--- config.mk ---
export PLATFORM = sky130hd
export DESIGN_NAME = four_level_ask_demodulator
export DESIGN_NICKNAME = d
export VERILOG_FILES = /design/src/rtl/flask_pkg.sv /design/src/rtl/flask_in_stage.sv /design/src/rtl/flask_core.sv /design/src/rtl/flask_out_stage.sv /design/src/rtl/four_level_ask_demodulator.sv
export SDC_FILE = /design/constraint.sdc
export NUM_CORES = 1
export LEC_CHECK = 0
export ABC_AREA = 0
export BUFFER_PORTS_ARGS = -buffer_cell sky130_fd_sc_hd__buf_2
export CAP_MARGIN = 10
export CORE_UTILIZATION = 50
export DETAILED_ROUTE_END_ITERATION = 7
export HOLD_SLACK_MARGIN = 0.08
export PLACE_DENSITY = 0.76
export SLEW_MARGIN = 10
export SYNTH_ARGS = -nofsm -noshare
export SYNTH_HDL_FRONTEND = slang
export SYNTH_HIERARCHICAL = 1
export SYNTH_SLANG_ARGS = --single-unit
--- constraint.sdc ---
create_clock -name i_clk -period 20.6 [get_ports i_clk]
set_input_delay 4.12 -clock i_clk [delete_from_list [all_inputs] [get_ports i_clk]]
set_output_delay 4.12 -clock i_clk [all_outputs]
set_load 0.1 [all_outputs]
--- src/rtl/flask_pkg.sv ---
// shared types and constants for the four-level ask demodulator
`default_nettype none

package flask_pkg;

    // fixed field widths
    localparam int SAMPLE_BITS     = 16;
    localparam int MAG_BITS        = SAMPLE_BITS;
    localparam int SYM_LENGTH_BITS = 12;

    // divide by six as multiply by reciprocal, exact for values below 2**17
    localparam int              DIV6_SHIFT = 18;
    localparam logic [17:0]     DIV6_MUL   = 18'd43691;

    // symbol levels, lowest amplitude first
    localparam logic [1:0] SYM_LEVEL0 = 2'd0;
    localparam logic [1:0] SYM_LEVEL1 = 2'd1;
    localparam logic [1:0] SYM_LEVEL2 = 2'd2;
    localparam logic [1:0] SYM_LEVEL3 = 2'd3;

    // demodulator phases
    typedef enum logic [2:0] {
        PH_ZERO1 = 3'd0,
        PH_TONE  = 3'd1,
        PH_ZERO2 = 3'd2,
        PH_SKIP  = 3'd3,
        PH_DATA  = 3'd4
    } t_phase;

    // input transaction
    typedef struct packed {
        logic signed [SAMPLE_BITS-1:0] sample;
        logic                          new_stream;
    } t_in;

    // output transaction
    typedef struct packed {
        logic [1:0]                 symbol;
        logic [SYM_LENGTH_BITS-1:0] symbol_length;
    } t_out;

    // core result toward the output register
    typedef struct packed {
        logic emit;
        t_out data;
    } t_core_res;

endpackage

`default_nettype wire

--- src/rtl/flask_in_stage.sv ---
// input register stage holding one accepted sample transaction
`default_nettype none

module flask_in_stage (
    input  wire logic          i_clk,
    input  wire logic          i_rst_n,
    input  wire logic          i_valid,
    output logic               o_stall,
    input  wire flask_pkg::t_in i_data,
    output logic               o_item_valid,
    output flask_pkg::t_in     o_item,
    input  wire logic          i_take
);
    import flask_pkg::*;

    logic r_valid;
    t_in  r_data;

    // hold while the core cannot take the stored transaction
    assign o_stall = r_valid && !i_take;

    always_ff @(posedge i_clk) begin
        if (!i_rst_n) begin
            r_valid <= 1'b0;
        end else if (!o_stall) begin
            r_valid <= i_valid;
        end
    end

    // payload capture
    always_ff @(posedge i_clk) begin
        if (i_valid && !o_stall) begin
            r_data <= i_data;
        end
    end

    assign o_item_valid = r_valid;
    assign o_item       = r_data;

endmodule

`default_nettype wire

--- src/rtl/flask_core.sv ---
// preamble sync, reference tracking and symbol slicing state machine
`default_nettype none

module flask_core #(
    parameter int MAX_SYMBOL_SAMPLES = 4095
) (
    input  wire logic           i_clk,
    input  wire logic           i_rst_n,
    input  wire flask_pkg::t_in i_item,
    input  wire logic           i_advance,
    output flask_pkg::t_core_res o_res
);
    import flask_pkg::*;

    localparam int              CW       = $clog2(MAX_SYMBOL_SAMPLES + 1);
    localparam int              SW       = CW + 2;
    localparam int              DW       = CW + 3;
    localparam int              MUL_W    = MAG_BITS + DIV6_SHIFT;
    localparam logic [CW-1:0]   CNT_MAX  = CW'(MAX_SYMBOL_SAMPLES);

    // state registers
    t_phase              r_phase;
    logic [CW-1:0]       r_fz, r_tone, r_sz, r_spd, r_wc;
    logic                r_pz;
    logic [SW-1:0]       r_skip;
    logic [MAG_BITS-1:0] r_ref, r_wp, r_t1;

    // effective state after an optional stream restart
    t_phase              s_phase;
    logic [CW-1:0]       s_fz, s_tone, s_sz, s_spd, s_wc;
    logic                s_pz;
    logic [SW-1:0]       s_skip;
    logic [MAG_BITS-1:0] s_ref, s_wp;

    // next state
    t_phase              n_phase;
    logic [CW-1:0]       n_fz, n_tone, n_sz, n_spd, n_wc;
    logic                n_pz;
    logic [SW-1:0]       n_skip;
    logic [MAG_BITS-1:0] n_ref, n_wp, n_t1;

    logic [MAG_BITS-1:0] raw, mag;
    logic                is_zero;
    logic [CW:0]         tone_p1;
    logic                len_match;
    logic [CW-1:0]       sync_spd;
    logic signed [DW-1:0] skip_full;
    logic [SW-1:0]       sync_skip;
    logic [MUL_W-1:0]    div_prod;
    logic [MAG_BITS+2:0] thr1, thr3, thr5, wp_ext;
    logic [CW-1:0]       wc_inc;
    logic [MAG_BITS-1:0] wp_max;
    logic [CW+SYM_LENGTH_BITS-1:0] len_ext;

    function automatic logic [CW-1:0] sat_inc(input logic [CW-1:0] v);
        sat_inc = (v >= CNT_MAX) ? CNT_MAX : v + CW'(1);
    endfunction

    // sample magnitude, most negative value maps to its unsigned magnitude
    assign raw     = i_item.sample;
    assign mag     = raw[MAG_BITS-1] ? (~raw + MAG_BITS'(1)) : raw;
    assign is_zero = (mag == '0);

    // restart clears everything and begins with the first zero run search
    always_comb begin
        if (i_item.new_stream) begin
            s_phase = PH_ZERO1;
            s_fz    = '0;
            s_tone  = '0;
            s_sz    = '0;
            s_pz    = 1'b0;
            s_spd   = '0;
            s_skip  = '0;
            s_ref   = '0;
            s_wc    = '0;
            s_wp    = '0;
        end else begin
            s_phase = r_phase;
            s_fz    = r_fz;
            s_tone  = r_tone;
            s_sz    = r_sz;
            s_pz    = r_pz;
            s_spd   = r_spd;
            s_skip  = r_skip;
            s_ref   = r_ref;
            s_wc    = r_wc;
            s_wp    = r_wp;
        end
    end

    // symbol length and skip count from the three run lengths
    assign tone_p1   = {1'b0, s_tone} + (CW+1)'(1);
    assign len_match = (s_fz == s_sz) && ({1'b0, s_fz} == tone_p1);
    assign sync_spd  = (s_fz == '0) ? CW'(1) : (len_match ? s_fz - CW'(1) : s_fz);
    assign skip_full = $signed({sync_spd, 2'b00} | {DW{1'b0}})
                     - $signed(DW'(s_fz)) - $signed(DW'(s_tone)) - $signed(DW'(s_sz));
    assign sync_skip = skip_full[DW-1] ? '0 : skip_full[SW-1:0];

    // window update and slicing thresholds
    assign wc_inc = sat_inc(s_wc);
    assign wp_max = (mag > s_wp) ? mag : s_wp;
    assign wp_ext = (MAG_BITS+3)'(wp_max);
    assign thr1   = (MAG_BITS+3)'(r_t1);
    assign thr3   = thr1 + {thr1[MAG_BITS+1:0], 1'b0};
    assign thr5   = thr1 + {thr1[MAG_BITS:0], 2'b00};
    assign len_ext = {{SYM_LENGTH_BITS{1'b0}}, s_spd};

    // next state and result
    always_comb begin
        n_phase = s_phase;
        n_fz    = s_fz;
        n_tone  = s_tone;
        n_sz    = s_sz;
        n_pz    = s_pz;
        n_spd   = s_spd;
        n_skip  = s_skip;
        n_ref   = s_ref;
        n_wc    = s_wc;
        n_wp    = s_wp;
        o_res   = '0;
        o_res.data.symbol_length = len_ext[SYM_LENGTH_BITS-1:0];
        case (s_phase)
            PH_TONE: begin
                if (is_zero && s_pz) begin
                    n_sz    = CW'(2);
                    n_phase = PH_ZERO2;
                end else begin
                    n_tone = sat_inc(s_tone);
                    n_pz   = is_zero;
                end
            end
            PH_ZERO2: begin
                if (is_zero) begin
                    n_sz = sat_inc(s_sz);
                end else begin
                    n_spd   = sync_spd;
                    n_skip  = sync_skip;
                    n_ref   = '0;
                    n_wc    = '0;
                    n_wp    = '0;
                    n_phase = (sync_skip == '0) ? PH_DATA : PH_SKIP;
                end
            end
            PH_SKIP: begin
                n_ref  = (mag > s_ref) ? mag : s_ref;
                n_skip = (s_skip != '0) ? s_skip - SW'(1) : s_skip;
                if (n_skip == '0) begin
                    n_phase = PH_DATA;
                end
            end
            PH_DATA: begin
                n_wp = wp_max;
                n_wc = wc_inc;
                if (wc_inc >= s_spd) begin
                    o_res.emit = 1'b1;
                    if (wp_ext < thr1) begin
                        o_res.data.symbol = SYM_LEVEL0;
                    end else if (wp_ext < thr3) begin
                        o_res.data.symbol = SYM_LEVEL1;
                    end else if (wp_ext < thr5) begin
                        o_res.data.symbol = SYM_LEVEL2;
                    end else begin
                        o_res.data.symbol = SYM_LEVEL3;
                    end
                    n_wc = '0;
                    n_wp = '0;
                end
            end
            default: begin
                n_phase = PH_ZERO1;
                if (is_zero) begin
                    n_fz = sat_inc(s_fz);
                end else begin
                    n_tone  = CW'(1);
                    n_pz    = 1'b0;
                    n_phase = PH_TONE;
                end
            end
        endcase
    end

    // reference divided by six, kept ready for the data windows
    assign div_prod = MUL_W'(n_ref) * MUL_W'(DIV6_MUL);
    assign n_t1     = div_prod[DIV6_SHIFT +: MAG_BITS];

    always_ff @(posedge i_clk) begin
        if (!i_rst_n) begin
            r_phase <= PH_ZERO1;
            r_fz    <= '0;
            r_tone  <= '0;
            r_sz    <= '0;
            r_pz    <= 1'b0;
            r_spd   <= '0;
            r_skip  <= '0;
            r_ref   <= '0;
            r_wc    <= '0;
            r_wp    <= '0;
            r_t1    <= '0;
        end else if (i_advance) begin
            r_phase <= n_phase;
            r_fz    <= n_fz;
            r_tone  <= n_tone;
            r_sz    <= n_sz;
            r_pz    <= n_pz;
            r_spd   <= n_spd;
            r_skip  <= n_skip;
            r_ref   <= n_ref;
            r_wc    <= n_wc;
            r_wp    <= n_wp;
            r_t1    <= n_t1;
        end
    end

endmodule

`default_nettype wire

--- src/rtl/flask_out_stage.sv ---
// output register holding one symbol transaction until taken
`default_nettype none

module flask_out_stage (
    input  wire logic            i_clk,
    input  wire logic            i_rst_n,
    input  wire logic            i_load,
    input  wire flask_pkg::t_out i_data,
    output logic                 o_free,
    output logic                 o_valid,
    input  wire logic            i_stall,
    output flask_pkg::t_out      o_data
);
    import flask_pkg::*;

    logic r_valid;
    t_out r_data;

    // room when empty or when the current transaction leaves this cycle
    assign o_free = !r_valid || !i_stall;

    always_ff @(posedge i_clk) begin
        if (!i_rst_n) begin
            r_valid <= 1'b0;
        end else if (o_free) begin
            r_valid <= i_load;
        end
    end

    // payload capture
    always_ff @(posedge i_clk) begin
        if (i_load && o_free) begin
            r_data <= i_data;
        end
    end

    assign o_valid = r_valid;
    assign o_data  = r_data;

endmodule

`default_nettype wire

--- src/rtl/four_level_ask_demodulator.sv ---
// top level of the four-level ask demodulator
// Usage:
//   Input channel (i_valid, o_stall, i_in) carries one signed audio sample per
//   transaction; new_stream set restarts the sync search with that sample.
//   Output channel (o_valid, i_stall, o_out) carries one 2-bit symbol and the
//   samples per symbol found from the preamble, once per complete data window.
// Path: a sample accepted into the input register is processed from there; the
//   state registers and, for a symbol, the output register load together, and
//   the symbol is offered from then on until it is taken.
// Throughput: one sample per cycle while no symbol waits on a stalled output;
//   the state update is a single pass through compares, counters and one
//   constant multiply between the input register and the state registers.
// Reset: synchronous, active low; both channels empty, phase back to the
//   first zero run search, all counters and the reference cleared.
// Stall: a held output blocks only a sample that would produce a symbol;
//   samples that produce nothing keep flowing, and the input register then
//   raises o_stall until the output is taken.
`default_nettype none

module four_level_ask_demodulator #(
    parameter int MAX_SYMBOL_SAMPLES = 4095
) (
    input  wire logic            i_clk,
    input  wire logic            i_rst_n,
    input  wire logic            i_valid,
    output logic                 o_stall,
    input  wire flask_pkg::t_in  i_in,
    output logic                 o_valid,
    input  wire logic            i_stall,
    output flask_pkg::t_out      o_out
);
    import flask_pkg::*;

    logic      item_valid;
    t_in       item;
    t_core_res res;
    logic      out_free;
    logic      core_fire;

    // a sample moves on unless its symbol finds the output register full and stalled
    assign core_fire = item_valid && (!res.emit || out_free);

    flask_in_stage u_in (
        .i_clk        (i_clk),
        .i_rst_n      (i_rst_n),
        .i_valid      (i_valid),
        .o_stall      (o_stall),
        .i_data       (i_in),
        .o_item_valid (item_valid),
        .o_item       (item),
        .i_take       (core_fire)
    );

    flask_core #(
        .MAX_SYMBOL_SAMPLES (MAX_SYMBOL_SAMPLES)
    ) u_core (
        .i_clk     (i_clk),
        .i_rst_n   (i_rst_n),
        .i_item    (item),
        .i_advance (core_fire),
        .o_res     (res)
    );

    flask_out_stage u_out (
        .i_clk   (i_clk),
        .i_rst_n (i_rst_n),
        .i_load  (core_fire && res.emit),
        .i_data  (res.data),
        .o_free  (out_free),
        .o_valid (o_valid),
        .i_stall (i_stall),
        .o_data  (o_out)
    );

endmodule

`default_nettype wire

==> results_dict.tcl <==
set metrics [dict create \
    wl_per_cell_um 19.3 \
    hold_end "u_core/r_spd[4]$_SDFFE_PN0P_" \
    pwr-share-comb_pct 30.5 \
    period_needed_ps 10930 \
    max_stage_delay_ps 700 \
    drc_errors 0 \
    critPathMaxFanout 14 \
    crit_arrival_ps 11290 \
    seqPwrFrac_pct 34.6 \
    critPathBufInv 7 \
    power_density_mw_per_mm2 48.3 \
    first_iter_violations 1570 \
    syn_to_final_growth_pct 6.39 \
    setup_slack_ps 9670 \
    avgViaCountPerCell 6.20 \
    switchingPower_uw 342 \
    syn_area_mm2 0.0188 \
    p_sw_share_pct 35.5 \
    dr.pass1.iters 6 \
    clkSinkCount 157 \
    relSlewSlack_pct 31.3 \
    nets 2665 \
    cts_root_buffer "clkbuf_16" \
    ys_async_sr_fraction_pct 0 \
    fin_skew_ps 13.4 \
    p_clk_share_pct 34.9 \
    cts_hold_buf 0 \
    p_leak_uw 0.00908 \
    hp-class "reg2reg" \
    status "complete, no violations" \
    hold_viol_final 0 \
    yosysSeqAreaShare_pct 18.4 \
    n_antenna_cell 0 \
    tritoncts "done" \
    dp.final_hpwl_um 42200 \
    r2r-end "u_core/r_t1[13]$_SDFFE_PN0P_" \
    grt_pass1_wl_um 86400 \
    synth_edf_count 31 \
    pre_cts_ws_ps 9820 \
    synthCells 2298 \
    overflow 0 \
    finalSetupTns_ps 0 \
    gr-usage-all-layers_pct 28.2 \
    post_cts_buffers 0 \
    fin_hold_ws_ps 454 \
    grt_pass1_vias 16400 \
    clock_path_buffers 2 \
    drive_above_1_share_pct 6.06 \
    setup.worst_path.start_class "register" \
    antenna_found_initial 0 \
    p_total_uw 963 \
    io_pins 37 \
    synth_warnings 6 \
    cts-htree-levels 4 \
    cpMaxStageDelayCell "nor2_1" \
    synth_ff_type "dfxtp_1" \
    ys_ff_latch 157 \
    gp_congestion 0.977 \
    hold_depth 2 \
    r2r-start "u_in/o_item[1]$_DFFE_PP_" \
    setup-violations-final 0 \
    core-area_mm2 0.0368 \
    maxSlewViolCount 0 \
    fill_cells 3349 \
    cpMostUsedCell "inv_1" \
    die_area_mm2 0.0383 \
    syn_area_per_cell_um2 8.16 \
    period_share_pct 53.1 \
    start_util_pct 51.0 \
    drt-total-wl_um 53400 \
    ir_drop_uv 62.6 \
    worst_pin_slew_ps 1020 \
    clk_pin_slew_ps 70 \
    endpoint_kind "register" \
    p_int_uw 621 \
    cts_buffers 17 \
    critical-path-top-delay-family "adder cells" \
    die_h_um 196 \
    reg2regPathDepth 34 \
    drtAntennaViolNets 0 \
    ff2ff_setup_slack_ps 9670 \
    fmax_mhz 91.5 \
    grt_max_degree 69 \
    rows 70 \
    cts_resized 0 \
    worstSkewPairLatency_ps 450 \
    crit_type "reg2reg" \
    synth_cell_types 93 \
    rsz0062_at_grt "false" \
    place.port_buffers 36 \
    cap_violations 0 \
    critPathRequiredTime_ps 20960 \
    syn_nets 2682 \
    hold_path_startpoint "u_core/r_spd[4]$_SDFFE_PN0P_" \
    fp.dieW_um 196 \
    vias 17100 \
]
[worst reg2reg max path: cells and delay by family, from the launching register on]
family	cells	cell delay, ps
AOI/OAI and AO/OA	10	2490
xor gates and xnor gates	1	250
adders and majority gates	9	3980
buffers and inverters	7	820
DFF	1	450
muxes	1	360
and+or+nand+nor	6	2500
[placed cells by master (no fill, tap or decap), types with 47 or more instances in the layout]
master and count:
dfxtp_1 126, nand3_1 49, a21oi_1 169, nor3_1 54, nor2b_1 47, fa_1 101
xnor2_1 69, a21o_1 56, inv_1 286, o21ai_0 112, ha_1 262, nor2_1 141
nand2_1 201
[through the flow]
stage | util, % | cell area [µm²] | instances
finish | 54.2 | 19900 | 2762
global route | 54.2 | 19900 | 2762
CTS | 54.2 | 19900 | 2762
detailed placement | 52.5 | 19300 | 2730
global placement | 52.5 | 19300 | 2730
floorplan | - | 18800 | 2298
[how the worst max path moves through the flow]
| stage | from | endpoint | cells after the start |
|---|---|---|---|
| 2_1_floorplan | u_in/o_item[0]$_DFFE_PP_ | u_core/r_t1[13]$_SDFFE_PN0P_ | 40 |
| 3_3_place_gp | u_in/o_item[1]$_DFFE_PP_ | u_core/r_t1[13]$_SDFFE_PN0P_ | 35 |
| 3_5_place_dp | u_in/o_item[1]$_DFFE_PP_ | u_core/r_t1[13]$_SDFFE_PN0P_ | 35 |
| 4_1_cts | u_in/o_item[1]$_DFFE_PP_ | u_core/r_t1[13]$_SDFFE_PN0P_ | 35 |
| 5_1_grt | u_in/o_item[1]$_DFFE_PP_ | u_core/r_t1[13]$_SDFFE_PN0P_ | 35 |
| 6_report | u_in/o_item[1]$_DFFE_PP_ | u_core/r_t1[13]$_SDFFE_PN0P_ | 34 |
[power groups by stage]
stage	Combinational (µW)	Sequential, µW	Clock, µW
floorplan	219	333	0
global placement	280	339	0
detailed placement	288	339	0
CTS	291	332	342
global route	327	334	355
finish	294	333	336
[cell type report]
class | count | area [µm²] | share of cell area, %
Timing Repair Buffer | 57 | 338 | 1.69
Clock buffer | 20 | 478 | 2.40
Multi-Input combinational cell | 1759 | 13900 | 69.5
Sequential cell | 157 | 3450 | 17.3
Clock inverter | 12 | 141 | 0.709
Tap cell | 468 | 586 | 2.94
Inverter | 289 | 1080 | 5.44
[synth_stat cells (all sizes together) (22+ instances only)]
cell type,count,share of area (%)
inv,288,5.8
ha,262,17
nand2,201,4.0
a21oi,169,4.5
nor2,142,2.8
dfxtp,126,13
o21ai,116,3.1
fa,101,11
clkbuf,77,1.5
xnor2,69,3.2
nor3,57,1.6
a21o,56,2.2
nand3,49,1.3
nor2b,49,1.7
xor2,37,1.7
a211oi,35,1.4
a22oi,31,1.2
edfxtp,31,5.0
nand4,27,0.90
and3,26,0.87
a31oi,22,0.77
[routing by layer]
| metal | GRT usage, % | routed length (µm) | up-vias |
|---|---|---|---|
| met2 | 45.2 | 24200 | 741 |
| met4 | 9.72 | 1480 | 0 |
| met3 | 3.28 | 4110 | 96 |
| met5 | 0 | 0 | - |
| met1 | 39.3 | 23600 | 8171 |
| li1 | - | - | 8114 |
[flip-flops by register name (all words and copies together), names as in the netlist, 12 cells and up]
register	count
u_out/o_data	14
u_core/r_wp	16
u_core/r_wc	12
u_core/r_t1	14
u_core/r_fz	12
u_in/o_item	17
u_core/r_skip	14
u_core/r_ref	16
u_core/r_spd	12
u_core/r_sz	12
u_core/r_tone	12
[logic make-up (layout without fill, tap and decap cells)]
family	after synthesis	after routing	synth area share, %
compound gates	592	592	20.9
xor+xnor	107	107	5.08
fa+ha+maj	363	363	28.3
buf+inv	382	378	7.78
flops	157	157	18.4
mux	31	31	1.73
simple gates	666	666	17.8
Note: power is estimated with default switching activity, not from simulation.
